$ cat config.mk
export PLATFORM = sky130hd
export DESIGN_NAME = telemetry_frame_scheduler_core_flat
export DESIGN_NICKNAME = d
export VERILOG_FILES = /design/src/sv/tfs_pkg.sv /design/src/sv/tfs_req_if.sv /design/src/sv/tfs_rsp_if.sv /design/src/sv/telemetry_frame_scheduler_core.sv /design/src/sv/tfs_sensor_shreg.sv /design/src/sv/tfs_frame_ctrl.sv /design/src/flat_wrapper.sv
export SDC_FILE = /design/constraint.sdc
export NUM_CORES = 1
export LEC_CHECK = 0
export BUFFER_PORTS_ARGS = -buffer_cell sky130_fd_sc_hd__buf_2
export CELL_PAD_IN_SITES_DETAIL_PLACEMENT = 0
export CELL_PAD_IN_SITES_GLOBAL_PLACEMENT = 2
export CORE_MARGIN = 1
export CORE_UTILIZATION = 38
export DETAILED_ROUTE_END_ITERATION = 10
export PLACE_DENSITY_LB_ADDON = 0.1
export SLEW_MARGIN = 20
export SYNTH_ARGS = -nofsm -noshare
export SYNTH_HDL_FRONTEND = slang
export SYNTH_SLANG_ARGS = --single-unit
$ cat constraint.sdc
create_clock -name clock -period 10.8 [get_ports clock]
set_clock_uncertainty 0.05 [all_clocks]
set_input_delay 0 -clock clock [delete_from_list [all_inputs] [get_ports clock]]
set_output_delay 0 -clock clock [all_outputs]
set_load 0.01 [all_outputs]
$ cat src/sv/tfs_pkg.sv
package tfs_pkg;

   // Frame geometry.
   localparam int unsigned FRAME_BYTES  = 32;
   localparam int unsigned SENSOR_BYTES = 20;
   localparam int unsigned SENSOR_BITS  = SENSOR_BYTES * 8;
   localparam int unsigned IDX_W        = $clog2(FRAME_BYTES);

   // Byte positions inside a frame.
   localparam logic [IDX_W-1:0] IDX_SYNC0     = 5'd0;
   localparam logic [IDX_W-1:0] IDX_SYNC1     = 5'd1;
   localparam logic [IDX_W-1:0] IDX_TYPE      = 5'd2;
   localparam logic [IDX_W-1:0] IDX_MSG       = 5'd3;
   localparam logic [IDX_W-1:0] IDX_SENS_LO   = 5'd4;
   localparam logic [IDX_W-1:0] IDX_SENS_HI   = 5'd23;
   localparam logic [IDX_W-1:0] IDX_FILL_LO   = 5'd24;
   localparam logic [IDX_W-1:0] IDX_FILL_HI   = 5'd27;
   localparam logic [IDX_W-1:0] IDX_SUM_SPAN  = 5'd30;
   localparam logic [IDX_W-1:0] IDX_CHECKSUM  = 5'd31;

   // Frame byte values.
   localparam logic [7:0] SYNC0_BYTE   = 8'hA5;
   localparam logic [7:0] SYNC1_BYTE   = 8'h5A;
   localparam logic [7:0] TYPE_DATA    = 8'h10;
   localparam logic [7:0] TYPE_STATUS  = 8'h20;
   localparam logic [7:0] FILL_BYTE    = 8'hFF;
   localparam logic [7:0] ZERO_BYTE    = 8'h00;

   // Result kinds.
   localparam logic KIND_BYTE = 1'b0;
   localparam logic KIND_CTRL = 1'b1;

   // Register map.
   localparam int unsigned CSR_IDX_W = 1;
   localparam int unsigned CSR_DATA_W = 8;
   localparam logic [CSR_IDX_W-1:0] CSR_SEND_THRESHOLD = 1'd0;
   localparam logic [CSR_IDX_W-1:0] CSR_DATA_PER_STATUS = 1'd1;

   localparam logic [7:0] SEND_THRESHOLD_RESET = 8'd10;
   localparam logic [2:0] DATA_PER_STATUS_RESET = 3'd5;

   // Frame sequencer states.
   typedef enum logic [1:0] {
      ST_IDLE,
      ST_FRAME,
      ST_CTRL
   } tfs_state_type;

   // Tick command from the scheduler to the frame sequencer.
   typedef struct packed {
      logic       accept;
      logic       send;
      logic       is_status;
      logic [7:0] msg;
      logic       clear_status;
      logic       tx_flush;
      logic       chip_enable;
   } tfs_start_type;

endpackage

$ cat src/sv/tfs_req_if.sv
interface tfs_req_if;
   logic               valid;
   logic               ready;
   logic signed [31:0] temperature;
   logic signed [31:0] altitude;
   logic        [31:0] pressure;
   logic signed [31:0] angle_x_centi;
   logic signed [31:0] angle_y_centi;
   logic               retry_limit_hit;
   logic               tx_fifo_full;

   modport source (
      output valid, temperature, altitude, pressure, angle_x_centi, angle_y_centi,
             retry_limit_hit, tx_fifo_full,
      input  ready
   );

   modport sink (
      input  valid, temperature, altitude, pressure, angle_x_centi, angle_y_centi,
             retry_limit_hit, tx_fifo_full,
      output ready
   );
endinterface

$ cat src/sv/tfs_rsp_if.sv
interface tfs_rsp_if;
   logic       valid;
   logic       ready;
   logic       kind;
   logic [7:0] payload_byte;
   logic [4:0] byte_index;
   logic       clear_status;
   logic       tx_flush;
   logic       chip_enable;
   logic       last;

   modport source (
      output valid, kind, payload_byte, byte_index, clear_status, tx_flush,
             chip_enable, last,
      input  ready
   );

   modport sink (
      input  valid, kind, payload_byte, byte_index, clear_status, tx_flush,
             chip_enable, last,
      output ready
   );
endinterface

$ cat src/sv/telemetry_frame_scheduler_core.sv
// Channel  Direction  Contents
// req_ch   in         sensor samples and radio flags of one tick
// rsp_ch   out        frame bytes, then one control result per tick
// csr_*    in         register writes (send threshold, data frames per status)
//
// A tick that sends a frame yields 33 results, one per cycle while rsp_ch is
// ready; the next tick is taken once the control result sits in the output
// register, so no new tick is taken while a frame is under way.
// The rate is set by the byte-wide frame sequencer and sensor shift register.
// Reset is synchronous and active high; it restores the register defaults.
// A stall on rsp_ch holds the current result and pauses the frame sequencer.
module telemetry_frame_scheduler_core (
   input  logic                           clock,
   input  logic                           reset,
   tfs_req_if.sink                        req_ch,
   tfs_rsp_if.source                      rsp_ch,
   input  logic                           csr_we,
   input  logic [tfs_pkg::CSR_IDX_W-1:0]  csr_index,
   input  logic [tfs_pkg::CSR_DATA_W-1:0] csr_wdata
);

   logic [7:0] threshold_ff;
   logic [2:0] per_status_ff;
   logic [7:0] tick_ff, tick_in;
   logic       enable_done_ff;
   logic       status_next_ff, status_next_in;
   logic [2:0] data_count_ff, data_count_in;
   logic [7:0] msg_ff, msg_in;

   logic                   idle_ready;
   logic                   accept;
   logic                   send;
   logic                   is_status;
   logic                   load_sensors;
   logic                   sensor_shift;
   logic [7:0]             sensor_byte;
   logic [2:0]             data_count_inc;
   tfs_pkg::tfs_start_type start;

   assign req_ch.ready = idle_ready;
   assign accept       = req_ch.valid && idle_ready;

   // Scheduling decision for the tick being taken.
   assign send           = tick_ff > threshold_ff;
   assign is_status      = status_next_ff;
   assign load_sensors   = accept && send && !status_next_ff;
   assign data_count_inc = data_count_ff + 1'b1;

   always_comb begin
      tick_in        = tick_ff;
      msg_in         = msg_ff;
      status_next_in = status_next_ff;
      data_count_in  = data_count_ff;
      if (accept) begin
         tick_in = send ? 8'd1 : tick_ff + 1'b1;
         if (send) begin
            msg_in = msg_ff + 1'b1;
            if (status_next_ff) begin
               status_next_in = 1'b0;
            end else if (data_count_inc >= per_status_ff) begin
               data_count_in  = '0;
               status_next_in = 1'b1;
            end else begin
               data_count_in = data_count_inc;
            end
         end
      end
   end

   always_comb begin
      start.accept       = accept;
      start.send         = send;
      start.is_status    = is_status;
      start.msg          = msg_ff;
      start.clear_status = req_ch.retry_limit_hit;
      start.tx_flush     = req_ch.tx_fifo_full;
      start.chip_enable  = send || !enable_done_ff;
   end

   // Registers and scheduling state.
   always_ff @(posedge clock) begin
      if (reset) begin
         threshold_ff   <= tfs_pkg::SEND_THRESHOLD_RESET;
         per_status_ff  <= tfs_pkg::DATA_PER_STATUS_RESET;
         tick_ff        <= '0;
         enable_done_ff <= 1'b0;
         status_next_ff <= 1'b0;
         data_count_ff  <= '0;
         msg_ff         <= '0;
      end else begin
         if (csr_we) begin
            unique case (csr_index)
               tfs_pkg::CSR_SEND_THRESHOLD:  threshold_ff  <= csr_wdata;
               tfs_pkg::CSR_DATA_PER_STATUS: per_status_ff <= csr_wdata[2:0];
               default:                      threshold_ff  <= threshold_ff;
            endcase
         end
         tick_ff        <= tick_in;
         msg_ff         <= msg_in;
         status_next_ff <= status_next_in;
         data_count_ff  <= data_count_in;
         if (accept) begin
            enable_done_ff <= 1'b1;
         end
      end
   end

   tfs_sensor_shreg u_shreg (
      .clock     (clock),
      .load      (load_sensors),
      .load_data ({req_ch.angle_y_centi, req_ch.angle_x_centi, req_ch.pressure,
                   req_ch.altitude, req_ch.temperature}),
      .shift     (sensor_shift),
      .head_byte (sensor_byte)
   );

   tfs_frame_ctrl u_ctrl (
      .clock        (clock),
      .reset        (reset),
      .start        (start),
      .sensor_byte  (sensor_byte),
      .idle_ready   (idle_ready),
      .sensor_shift (sensor_shift),
      .rsp          (rsp_ch)
   );

   // After an accepted tick the counter is non-zero, unless it wrapped past 255.
   a_tick_nonzero: assert property (@(posedge clock) disable iff (reset)
      accept |=> tick_ff != '0)
      else $error("tick counter zero after a tick");

   // A status frame is never scheduled back to back with another status frame.
   a_status_alternates: assert property (@(posedge clock) disable iff (reset)
      (accept && send && status_next_ff) |=> !status_next_ff)
      else $error("status frame flag not cleared");

   // After each data frame the count stays below a non-zero frames-per-status setting.
   a_count_bounded: assert property (@(posedge clock) disable iff (reset)
      (accept && send && !status_next_ff && per_status_ff != '0)
      |=> data_count_ff < $past(per_status_ff))
      else $error("data frame count out of range");

endmodule

$ cat src/sv/tfs_sensor_shreg.sv
module tfs_sensor_shreg (
   input  logic                             clock,
   input  logic                             load,
   input  logic [tfs_pkg::SENSOR_BITS-1:0]  load_data,
   input  logic                             shift,
   output logic [7:0]                       head_byte
);

   logic [tfs_pkg::SENSOR_BITS-1:0] bytes_ff;
   logic [tfs_pkg::SENSOR_BITS-1:0] bytes_in;

   // Load a new sensor set, or rotate one byte so that the held set returns
   // to its original order after a full frame.
   always_comb begin
      bytes_in = bytes_ff;
      if (load) begin
         bytes_in = load_data;
      end else if (shift) begin
         bytes_in = {bytes_ff[7:0], bytes_ff[tfs_pkg::SENSOR_BITS-1:8]};
      end
   end

   always_ff @(posedge clock) begin
      bytes_ff <= bytes_in;
   end

   assign head_byte = bytes_ff[7:0];

endmodule

$ cat src/sv/tfs_frame_ctrl.sv
module tfs_frame_ctrl (
   input  logic                  clock,
   input  logic                  reset,
   input  tfs_pkg::tfs_start_type start,
   input  logic [7:0]            sensor_byte,
   output logic                  idle_ready,
   output logic                  sensor_shift,
   tfs_rsp_if.source             rsp
);

   tfs_pkg::tfs_state_type state_ff, state_in;

   logic [tfs_pkg::IDX_W-1:0] cnt_ff, cnt_in;
   logic [7:0]                sum_ff, sum_in;
   logic                      status_ff;
   logic [7:0]                msg_ff;
   logic                      clr_ff, fl_ff, ce_ff;

   logic                      rsp_valid_ff, rsp_valid_in;
   logic                      kind_ff;
   logic [7:0]                byte_ff;
   logic [tfs_pkg::IDX_W-1:0] index_ff;
   logic                      clr_out_ff, fl_out_ff, ce_out_ff, last_ff;

   logic                      advance;
   logic                      load_byte;
   logic                      load_ctrl;
   logic                      start_frame;
   logic [7:0]                frame_byte;
   logic                      ctrl_clr, ctrl_fl, ctrl_ce;

   // The output register can take a new result when empty or being drained.
   assign advance = !rsp_valid_ff || rsp.ready;

   // Next state.
   always_comb begin
      state_in = state_ff;
      unique case (state_ff)
         tfs_pkg::ST_IDLE: begin
            if (start.accept && start.send) begin
               state_in = tfs_pkg::ST_FRAME;
            end
         end
         tfs_pkg::ST_FRAME: begin
            if (advance && cnt_ff == tfs_pkg::IDX_CHECKSUM) begin
               state_in = tfs_pkg::ST_CTRL;
            end
         end
         tfs_pkg::ST_CTRL: begin
            if (advance) begin
               state_in = tfs_pkg::ST_IDLE;
            end
         end
         default: state_in = tfs_pkg::ST_IDLE;
      endcase
   end

   // Control outputs of the sequencer.
   always_comb begin
      idle_ready  = 1'b0;
      load_byte   = 1'b0;
      load_ctrl   = 1'b0;
      start_frame = 1'b0;
      ctrl_clr    = clr_ff;
      ctrl_fl     = fl_ff;
      ctrl_ce     = ce_ff;
      unique case (state_ff)
         tfs_pkg::ST_IDLE: begin
            idle_ready = advance;
            if (start.accept) begin
               start_frame = start.send;
               load_ctrl   = !start.send;
               ctrl_clr    = start.clear_status;
               ctrl_fl     = start.tx_flush;
               ctrl_ce     = start.chip_enable;
            end
         end
         tfs_pkg::ST_FRAME: begin
            load_byte = advance;
         end
         tfs_pkg::ST_CTRL: begin
            load_ctrl = advance;
         end
         default: begin
            idle_ready = 1'b0;
         end
      endcase
   end

   // Frame byte for the current position.
   always_comb begin
      case (cnt_ff) inside
         tfs_pkg::IDX_SYNC0:                          frame_byte = tfs_pkg::SYNC0_BYTE;
         tfs_pkg::IDX_SYNC1:                          frame_byte = tfs_pkg::SYNC1_BYTE;
         tfs_pkg::IDX_TYPE:
            frame_byte = status_ff ? tfs_pkg::TYPE_STATUS : tfs_pkg::TYPE_DATA;
         tfs_pkg::IDX_MSG:                            frame_byte = msg_ff;
         [tfs_pkg::IDX_SENS_LO:tfs_pkg::IDX_SENS_HI]: frame_byte = sensor_byte;
         [tfs_pkg::IDX_FILL_LO:tfs_pkg::IDX_FILL_HI]: frame_byte = tfs_pkg::FILL_BYTE;
         tfs_pkg::IDX_CHECKSUM:                       frame_byte = sum_ff;
         default:                                     frame_byte = tfs_pkg::ZERO_BYTE;
      endcase
   end

   assign sensor_shift = load_byte &&
                         cnt_ff >= tfs_pkg::IDX_SENS_LO && cnt_ff <= tfs_pkg::IDX_SENS_HI;

   // Byte counter and running checksum, one byte per transfer.
   always_comb begin
      cnt_in = cnt_ff;
      sum_in = sum_ff;
      if (start_frame) begin
         cnt_in = '0;
         sum_in = '0;
      end else if (load_byte) begin
         cnt_in = cnt_ff + 1'b1;
         if (cnt_ff < tfs_pkg::IDX_SUM_SPAN) begin
            sum_in = sum_ff + frame_byte;
         end
      end
   end

   assign rsp_valid_in = load_byte || load_ctrl || (rsp_valid_ff && !rsp.ready);

   // Control registers.
   always_ff @(posedge clock) begin
      if (reset) begin
         state_ff     <= tfs_pkg::ST_IDLE;
         cnt_ff       <= '0;
         rsp_valid_ff <= 1'b0;
      end else begin
         state_ff     <= state_in;
         cnt_ff       <= cnt_in;
         rsp_valid_ff <= rsp_valid_in;
      end
   end

   // Running checksum, and frame header and tick flags captured when a tick is taken.
   always_ff @(posedge clock) begin
      sum_ff <= sum_in;
      if (start.accept) begin
         status_ff <= start.is_status;
         msg_ff    <= start.msg;
         clr_ff    <= start.clear_status;
         fl_ff     <= start.tx_flush;
         ce_ff     <= start.chip_enable;
      end
   end

   // Output register.
   always_ff @(posedge clock) begin
      if (load_byte) begin
         kind_ff    <= tfs_pkg::KIND_BYTE;
         byte_ff    <= frame_byte;
         index_ff   <= cnt_ff;
         clr_out_ff <= 1'b0;
         fl_out_ff  <= 1'b0;
         ce_out_ff  <= 1'b0;
         last_ff    <= 1'b0;
      end else if (load_ctrl) begin
         kind_ff    <= tfs_pkg::KIND_CTRL;
         byte_ff    <= tfs_pkg::ZERO_BYTE;
         index_ff   <= '0;
         clr_out_ff <= ctrl_clr;
         fl_out_ff  <= ctrl_fl;
         ce_out_ff  <= ctrl_ce;
         last_ff    <= 1'b1;
      end
   end

   assign rsp.valid        = rsp_valid_ff;
   assign rsp.kind         = kind_ff;
   assign rsp.payload_byte = byte_ff;
   assign rsp.byte_index   = index_ff;
   assign rsp.clear_status = clr_out_ff;
   assign rsp.tx_flush     = fl_out_ff;
   assign rsp.chip_enable  = ce_out_ff;
   assign rsp.last         = last_ff;

   // The byte counter rests at zero between frames.
   a_idle_cnt_zero: assert property (@(posedge clock) disable iff (reset)
      state_ff == tfs_pkg::ST_IDLE |-> cnt_ff == '0)
      else $error("byte counter not at zero while idle");

   // While the control result is pending, the checksum byte is still held.
   a_ctrl_holds_output: assert property (@(posedge clock) disable iff (reset)
      state_ff == tfs_pkg::ST_CTRL |-> rsp_valid_ff)
      else $error("output register empty while control result pending");

   // The checksum byte is loaded as the final frame byte.
   a_checksum_last_byte: assert property (@(posedge clock) disable iff (reset)
      (state_ff == tfs_pkg::ST_FRAME && advance && cnt_ff == tfs_pkg::IDX_CHECKSUM)
      |=> (state_ff == tfs_pkg::ST_CTRL && index_ff == tfs_pkg::IDX_CHECKSUM))
      else $error("checksum byte not at the end of the frame");

endmodule

$ cat src/flat_wrapper.sv
// flat-port wrapper written by rule: the top's interface ports become plain ports
module telemetry_frame_scheduler_core_flat 
  (clock, reset, csr_we, csr_index, csr_wdata, req_ch_valid, req_ch_temperature, req_ch_altitude, req_ch_pressure, req_ch_angle_x_centi, req_ch_angle_y_centi, req_ch_retry_limit_hit, req_ch_tx_fifo_full, req_ch_ready, rsp_ch_valid, rsp_ch_kind, rsp_ch_payload_byte, rsp_ch_byte_index, rsp_ch_clear_status, rsp_ch_tx_flush, rsp_ch_chip_enable, rsp_ch_last, rsp_ch_ready);
  tfs_req_if req_ch_i ();
  tfs_rsp_if rsp_ch_i ();
  input  logic clock;
  input  logic reset;
  input  logic csr_we;
  input  logic [tfs_pkg::CSR_IDX_W-1:0] csr_index;
  input  logic [tfs_pkg::CSR_DATA_W-1:0] csr_wdata;
  input wire logic [$bits(req_ch_i.valid)-1:0] req_ch_valid;
  input wire logic [$bits(req_ch_i.temperature)-1:0] req_ch_temperature;
  input wire logic [$bits(req_ch_i.altitude)-1:0] req_ch_altitude;
  input wire logic [$bits(req_ch_i.pressure)-1:0] req_ch_pressure;
  input wire logic [$bits(req_ch_i.angle_x_centi)-1:0] req_ch_angle_x_centi;
  input wire logic [$bits(req_ch_i.angle_y_centi)-1:0] req_ch_angle_y_centi;
  input wire logic [$bits(req_ch_i.retry_limit_hit)-1:0] req_ch_retry_limit_hit;
  input wire logic [$bits(req_ch_i.tx_fifo_full)-1:0] req_ch_tx_fifo_full;
  output wire logic [$bits(req_ch_i.ready)-1:0] req_ch_ready;
  output wire logic [$bits(rsp_ch_i.valid)-1:0] rsp_ch_valid;
  output wire logic [$bits(rsp_ch_i.kind)-1:0] rsp_ch_kind;
  output wire logic [$bits(rsp_ch_i.payload_byte)-1:0] rsp_ch_payload_byte;
  output wire logic [$bits(rsp_ch_i.byte_index)-1:0] rsp_ch_byte_index;
  output wire logic [$bits(rsp_ch_i.clear_status)-1:0] rsp_ch_clear_status;
  output wire logic [$bits(rsp_ch_i.tx_flush)-1:0] rsp_ch_tx_flush;
  output wire logic [$bits(rsp_ch_i.chip_enable)-1:0] rsp_ch_chip_enable;
  output wire logic [$bits(rsp_ch_i.last)-1:0] rsp_ch_last;
  input wire logic [$bits(rsp_ch_i.ready)-1:0] rsp_ch_ready;
  assign req_ch_i.valid = req_ch_valid;
  assign req_ch_i.temperature = req_ch_temperature;
  assign req_ch_i.altitude = req_ch_altitude;
  assign req_ch_i.pressure = req_ch_pressure;
  assign req_ch_i.angle_x_centi = req_ch_angle_x_centi;
  assign req_ch_i.angle_y_centi = req_ch_angle_y_centi;
  assign req_ch_i.retry_limit_hit = req_ch_retry_limit_hit;
  assign req_ch_i.tx_fifo_full = req_ch_tx_fifo_full;
  assign req_ch_ready = req_ch_i.ready;
  assign rsp_ch_valid = rsp_ch_i.valid;
  assign rsp_ch_kind = rsp_ch_i.kind;
  assign rsp_ch_payload_byte = rsp_ch_i.payload_byte;
  assign rsp_ch_byte_index = rsp_ch_i.byte_index;
  assign rsp_ch_clear_status = rsp_ch_i.clear_status;
  assign rsp_ch_tx_flush = rsp_ch_i.tx_flush;
  assign rsp_ch_chip_enable = rsp_ch_i.chip_enable;
  assign rsp_ch_last = rsp_ch_i.last;
  assign rsp_ch_i.ready = rsp_ch_ready;
  telemetry_frame_scheduler_core u_core (.clock(clock), .reset(reset), .req_ch(req_ch_i), .rsp_ch(rsp_ch_i), .csr_we(csr_we), .csr_index(csr_index), .csr_wdata(csr_wdata));
endmodule
**Word level (Yosys, flattened, before mapping)**

Cells that the tools add are included.

- Add/sub/neg operators: 5
- Order comparisons: 7
- Equal/unequal tests: 9
- Mux-type cells: 34
- Bitwise gates (word level): 2
- Reduce and logical (&&, ||, !) cells: 29

Operators by type and width:

| kind | number |
|---|---|
| $mux 160 | 2 |
| $mux 8 | 10 |
| $add 8x1->8 const B | 2 |
| $mux 1 | 13 |
| $eq 5x2->1 const B | 2 |
| $le 5x5->1 const B | 2 |
| $mux 5 | 2 |
| $logic_and 1x1->1 | 9 |
| $add 8x8->8 | 1 |
| $gt 8x8->1 | 1 |
| $reduce_and 2->1 | 4 |
| $mux 2 | 3 |
| $mux 6 | 1 |
| $pmux 2 s3 | 1 |
| $reduce_and 3->1 | 2 |
| $add 5x1->5 const B | 1 |
| $eq 5x1->1 const B | 1 |
| $eq 5x5->1 const B | 1 |
| $ge 5x3->1 const B | 1 |
| $ge 5x5->1 const B | 1 |
| $logic_not 1->1 | 5 |
| $logic_not 5->1 | 1 |
| $lt 5x5->1 const B | 1 |
| $logic_or 1x1->1 | 4 |
| 12 further kinds | 15 |

- Register bits after elaboration: 237
- Bits of input ports: 176
- Output and inout port bits: 20

**Longest topological paths before layout**

- Depth after elaboration: 9
- Mapped depth: 16

**Cells and area by module**

Synthesis repeated with hierarchy kept, for this count alone.

- Cell total of the unflattened synthesis: 801
- Area total of the unflattened synthesis: 11305.8 µm²

By module, submodules not included:

| module | instances | cells an instance | area an instance (µm²) | sequential area each (µm²) |
|---|---|---|---|---|
| tfs_sensor_shreg | 1 | 347 | 7165.6 | 4804.6 |
| tfs_frame_ctrl | 1 | 261 | 2492.4 | 1121.1 |
| telemetry_frame_scheduler_core | 1 | 193 | 1647.8 | 640.6 |

**Worst setup path after synthesis**

Ideal clock, no wire load.

- Kind: flip-flop to flip-flop
- Start: register u_core.u_ctrl.cnt_ff[0] in the netlist's numbering
- End: register u_core.u_shreg.bytes_ff[0] in the netlist's numbering (enable)
- Library setup time: 737 ps
- Arrival time: 9237 ps
- Data required time: 10013 ps
- Slack: 777 ps
- Cell stages (with the launch flop): 6
- Path buffers: 1
- Period minus slack after synthesis: 10023 ps
- Cells stage by stage: dfxtp_1 > ha_1 > and3b_2 > a311o_2 > buf_6 > o22ai_1

- Cells in the longest elaborated chain, start to end: 4
- Elaborated cells on any way between the ends: 5
- Those cells by class: order compare (2); reduce/logical (3)

Ends and longest elaborated chain:

| item | line | source |
|---|---|---|
| from (decl) | tfs_frame_ctrl.sv:13 | `logic [tfs_pkg::IDX_W-1:0] cnt_ff, cnt_in;` |
| from (signal assigned) | tfs_frame_ctrl.sv:133 | `cnt_ff <= cnt_in;` |
| $ge 5x3->1 | tfs_frame_ctrl.sv:106 | `cnt_ff >= tfs_pkg::IDX_SENS_LO && cnt_ff <= tfs_pkg::IDX_SENS_HI;` |
| $logic_and 1x1->1 | tfs_frame_ctrl.sv:105 | `assign sensor_shift = load_byte &&` |
| $logic_and 1x1->1 * | tfs_frame_ctrl.sv:106 |  |
| $reduce_bool 2->1 (no line) * | - |  |
| to (signal assigned) | tfs_sensor_shreg.sv:24 | `bytes_ff <= bytes_in;` |
| to (decl) | tfs_sensor_shreg.sv:9 | `logic [tfs_pkg::SENSOR_BITS-1:0] bytes_ff;` |

Every way passes the cells marked *; elsewhere a longest branch is shown, timed or not.
A chain may end at the register's enable or synchronous reset.

**Worst setup path after layout**

- Start: register u_core.tick_ff[3]
- End: register u_core.u_shreg.bytes_ff[39] in the netlist's numbering (enable)

- Cells in the longest elaborated chain, start to end: 4

Ends and longest elaborated chain:

| item | line | source |
|---|---|---|
| from (decl) | telemetry_frame_scheduler_core.sv:24 | `logic [7:0] tick_ff, tick_in;` |
| from (signal assigned) | telemetry_frame_scheduler_core.sv:98 | `tick_ff <= tick_in;` |
| $gt 8x8->1 | telemetry_frame_scheduler_core.sv:44 | `assign send = tick_ff > threshold_ff;` |
| $logic_and 1x1->1 (2 in a row) | telemetry_frame_scheduler_core.sv:46 | `assign load_sensors = accept && send && !status_next_ff;` |
| $reduce_bool 2->1 (no line) | - |  |

Every way passes these cells.

==> tab_implementation.tex <==
\begin{tabular}{lr}
\hline
Metric & Value \\
\hline
\multicolumn{2}{l}{\textbf{Yosys}} \\
Average cell area after synthesis & 13.81 µm² \\
Syn Inst Count & 785 \\
Synth Net Count & 988 \\
Post-synth design cell area & 0.01084 mm² \\
Async S/R FF share, synth & 0 \\
Yosys cell types & 70 \\
Most used flip-flop cell after synthesis & edfxtp\_1 \\
Sequential cell area fraction in the yosys report & 0.6056 \\
Flip-flop and latch count after synthesis & 237 \\
Number of warnings printed during yosys synthesis & 0 \\
Number of synthesized flops with an enable pin & 182 \\
\multicolumn{2}{l}{\textbf{Outcome}} \\
Outcome & completed \\
\multicolumn{2}{l}{\textbf{Timing}} \\
Final Hold Fails & 0 \\
Final setup violation count & 0 \\
Measured slew at the worst slew-check pin & 1.006 ns \\
Final critical-path share of the clock period & 0.4399 \\
Worst rel slew slack & 0.3293 \\
Total Neg Setup Slack & 0 ns \\
Setup repair after global routing missed its margin & false \\
Top achievable clock speed & 210.5 MHz \\
Max Slew Vio Count & 0 \\
Clock period minus final worst setup slack & 4.751 ns \\
\multicolumn{2}{l}{\textbf{Die}} \\
Count of standard-cell rows & 61 \\
Core box area & 0.02793 mm² \\
Top-Level Pins & 196 \\
Die H & 170.9 µm \\
Horizontal die dimension & 170.9 µm \\
Initial cell density of the core & 0.3882 \\
Full die area & 0.02921 mm² \\
\multicolumn{2}{l}{\textbf{Critical path}} \\
Cell occurring most often along the worst timing path & buf\_4 \\
Data required time of the critical path & 10.92 ns \\
Cell-by-cell listing of the critical path & ha\_1, and3\_4, a221oi\_2, o21ai\_0, nand3\_1, o22ai\_4, buf\_4, buf\_4 \\
Combined buffer and inverter count along the critical path & 2 \\
Standard cell with the maximum stage delay on the critical path & o22ai\_4 \\
Critical path startpoint category & flop \\
Arrival time of data at the critical path endpoint & 4.87 ns \\
CP peak stage delay & 0.84 ns \\
Top cell family by delay on the critical path & buffers and inverters \\
Critical Setup Path Class & flop to flop \\
Element type at the critical path end & flop \\
Highest net fanout along the worst path & 74 \\
\multicolumn{2}{l}{\textbf{Clocking}} \\
Num Clock Sinks & 237 \\
Clock tree root buffer cell & clkbuf\_16 \\
CTS tree & built \\
Post-CTS setup buffers & 0 \\
Number of buffers created by CTS & 27 \\
Worst-case clock buffer depth & 3 \\
Clock transition time at the flip-flop clock pins of the worst setup and hold paths & 0.06 ns \\
Worst-skew pair later-pin latency & 0.54 ns \\
CTS H-tree depth & 1 \\
\multicolumn{2}{l}{\textbf{Flow run}} \\
Max-cap violation count & 0 \\
\multicolumn{2}{l}{\textbf{Routing}} \\
DRC violations left & 0 \\
Overall via count from detail\_route & 7341 \\
Post-DRT Antenna Nets & 0 \\
Wire length after detailed routing & 25.48 mm \\
Number of search-and-repair iterations in the first detailed-routing pass & 4 \\
WL/cell & 16.26 µm \\
DRC violation total after the first TritonRoute iteration & 318 \\
Via/cell ratio & 4.685 \\
\multicolumn{2}{l}{\textbf{Cells and area}} \\
Synth-to-layout area growth & 37.08\% \\
Layout cells sized above 1 & 0.3316 \\
Final-stage net count & 1371 \\
Number of standard cells in the layout, taps in and fillers out & 1567 \\
Fillers & 2461 \\
\multicolumn{2}{l}{\textbf{GRT}} \\
Number of antenna violations at the first check in global routing & 1 \\
Vias in the first global route & 7384 \\
Aggregate global-route resource usage & 0.1702 \\
Overflow left after global routing & 0 \\
Maximum number of pins on one net before global-route repair & 165 \\
Global-route wire length before repair & 38.75 mm \\
\multicolumn{2}{l}{\textbf{Pwr}} \\
Leakage power summed over all cells & 5.614 nW \\
Total power density per cell area & 140.0 mW/mm² \\
Max VDD drop & 0.00009918 V \\
\multicolumn{2}{l}{\textbf{Placed design}} \\
Final GP Congestion & 0.7433 \\
\# port buffers & 195 \\
Detailed-placement wirelength estimate & 16.31 mm \\
Post-Place Cells & 1323 \\
\multicolumn{2}{l}{\textbf{Min path}} \\
Class of the tightest hold or removal check & input port to flop \\
\hline
\end{tabular}
==> worst min-delay path, stage by stage <==
cell and delay (ns):
dlygate4sd3_1 0.52, buf_2 0.09, mux2_2 0.14
==> area by class of cell <==
cell class / count / area, µm² / share of cell area
diodes: 1 / 2.502 / 0.0001684
clock buffers: 36 / 719.4 / 0.04840
clock inverters: 13 / 97.59 / 0.006566
inverters: 23 / 86.33 / 0.005809
multi-input cells: 487 / 3965 / 0.2668
flip-flops and latches: 237 / 6566 / 0.4418
well taps: 378 / 473.0 / 0.03182
repair buffers: 392 / 2953 / 0.1987
==> cell families (layout without fill, tap and decap cells) <==
family,Yosys count,after routing,share of synthesized area
multiplexers,167,167,0.1734
other,0,1,0
AO/OA/AOI/OAI,94,94,0.05897
XOR/XNOR,19,19,0.01535
adder cells (fa/ha/maj),28,28,0.03277
buffers and inverters,61,464,0.03081
flip-flops,237,237,0.6056
AND/OR/NAND/NOR,179,179,0.08308
==> path summary, 6_finish.rpt <==
| kind | startpoint | to | slack [ns] | depth (start not counted) |
|---|---|---|---|---|
| worst max-delay path | u_core.tick_ff[3] | u_core.u_shreg.bytes_ff[39] | 6.05 | 8 |
| worst min-delay path | req_ch_tx_fifo_full | u_core.u_ctrl.fl_ff | 0.20 | 3 |
| worst max register to register | u_core.tick_ff[3] | u_core.u_shreg.bytes_ff[39] | 6.05 | 8 |
| worst min register to register | u_core.u_ctrl.rsp.tx_flush | u_core.u_ctrl.rsp.tx_flush | 0.41 | 2 |
==> per-stage QoR <==
step	cell area [µm²]	power, mW	util	hold WS [ns]	setup WS, ns
final	14860	2.080	0.5321	0.1955	6.049
after global routing	14860	2.166	0.5321	0.2087	5.549
after CTS	14860	2.112	0.5320	0.1777	5.897
after detailed placement	12100	1.193	0.4332	0.1986	5.913
after global placement	12100	1.193	0.4332	0.2009	5.986
after floorplan	10840	1.132	-	0.08596	0.7767
==> cell usage after synthesis (3+ instances only) <==
cell	number	area, µm²
mux2_2	140	1577
clkbuf_1	15	56.30
edfxtp_1	182	5465
ha_1	26	325.3
nand2_1	61	229.0
inv_1	22	82.58
nor2_1	38	142.6
nand3_1	15	75.07
nand2b_1	5	31.28
o2111ai_1	3	26.28
xnor2_1	11	96.34
nor2b_1	6	37.54
buf_4	13	97.59
mux2i_1	3	30.03
a21oi_1	35	175.2
xor2_1	8	70.07
o21ai_0	10	50.05
nor3b_1	3	22.52
a21o_1	6	45.04
mux2_1	23	259.0
and2_1	12	75.07
buf_6	7	78.83
nand4_1	8	50.05
dfxtp_1	55	1101
o21ai_1	3	15.01
nor3_1	7	35.03
and3_1	4	25.02
a31oi_1	4	25.02
o211ai_1	3	22.52
buf_2	3	15.01
==> layout by cell type, fill, tap and decap left out, types with 22 or more instances in the layout <==
cell type | Yosys | routed
a21oi_1 | 35 | 35
clkbuf_16 | 0 | 27
nor2_1 | 38 | 38
dfxtp_1 | 55 | 55
buf_2 | 3 | 195
mux2_1 | 23 | 23
mux2_2 | 140 | 140
dlygate4sd3_1 | 0 | 194
ha_1 | 26 | 26
edfxtp_1 | 182 | 182
nand2_1 | 61 | 61
inv_1 | 22 | 22
==> state kept, by name, indices dropped and copies added, names as in the netlist, 3 cells and up <==
register	count
u_core.u_ctrl.rsp.payload_byte	8
u_core.per_status_ff	3
u_core.msg_ff	8
u_core.u_ctrl.cnt_ff	5
u_core.data_count_ff	3
u_core.u_ctrl.msg_ff	8
u_core.u_ctrl.sum_ff	8
u_core.tick_ff	8
u_core.threshold_ff	8
u_core.u_ctrl.rsp.byte_index	5
u_core.u_shreg.bytes_ff	160
==> routing by layer <==
metal,vias to the layer above,track usage,share of wire
li1,3693,-,-
met1,3430,0.2427,0.48
met5,-,0,0
met3,34,0.02637,0.049
met4,0,0.04154,0.014
met2,184,0.2705,0.46
==> power by group <==
| group | switching (mW) | total, mW | internal, mW |
|---|---|---|---|
| sequential | 0.0182 | 1.02 | 1.00 |
| combinational | 0.0859 | 0.206 | 0.121 |
| clock | 0.360 | 0.851 | 0.491 |
| total | 0.464 | 2.08 | 1.62 |
==> timing repair <==
item                                    CTS  global route
hold buffers                            194             0
endpoints found under the setup margin    0             0
gates resized for setup                   0             0
endpoints found under the hold margin   191             0
No activity file was read; power rests on OpenSTA's default activity.
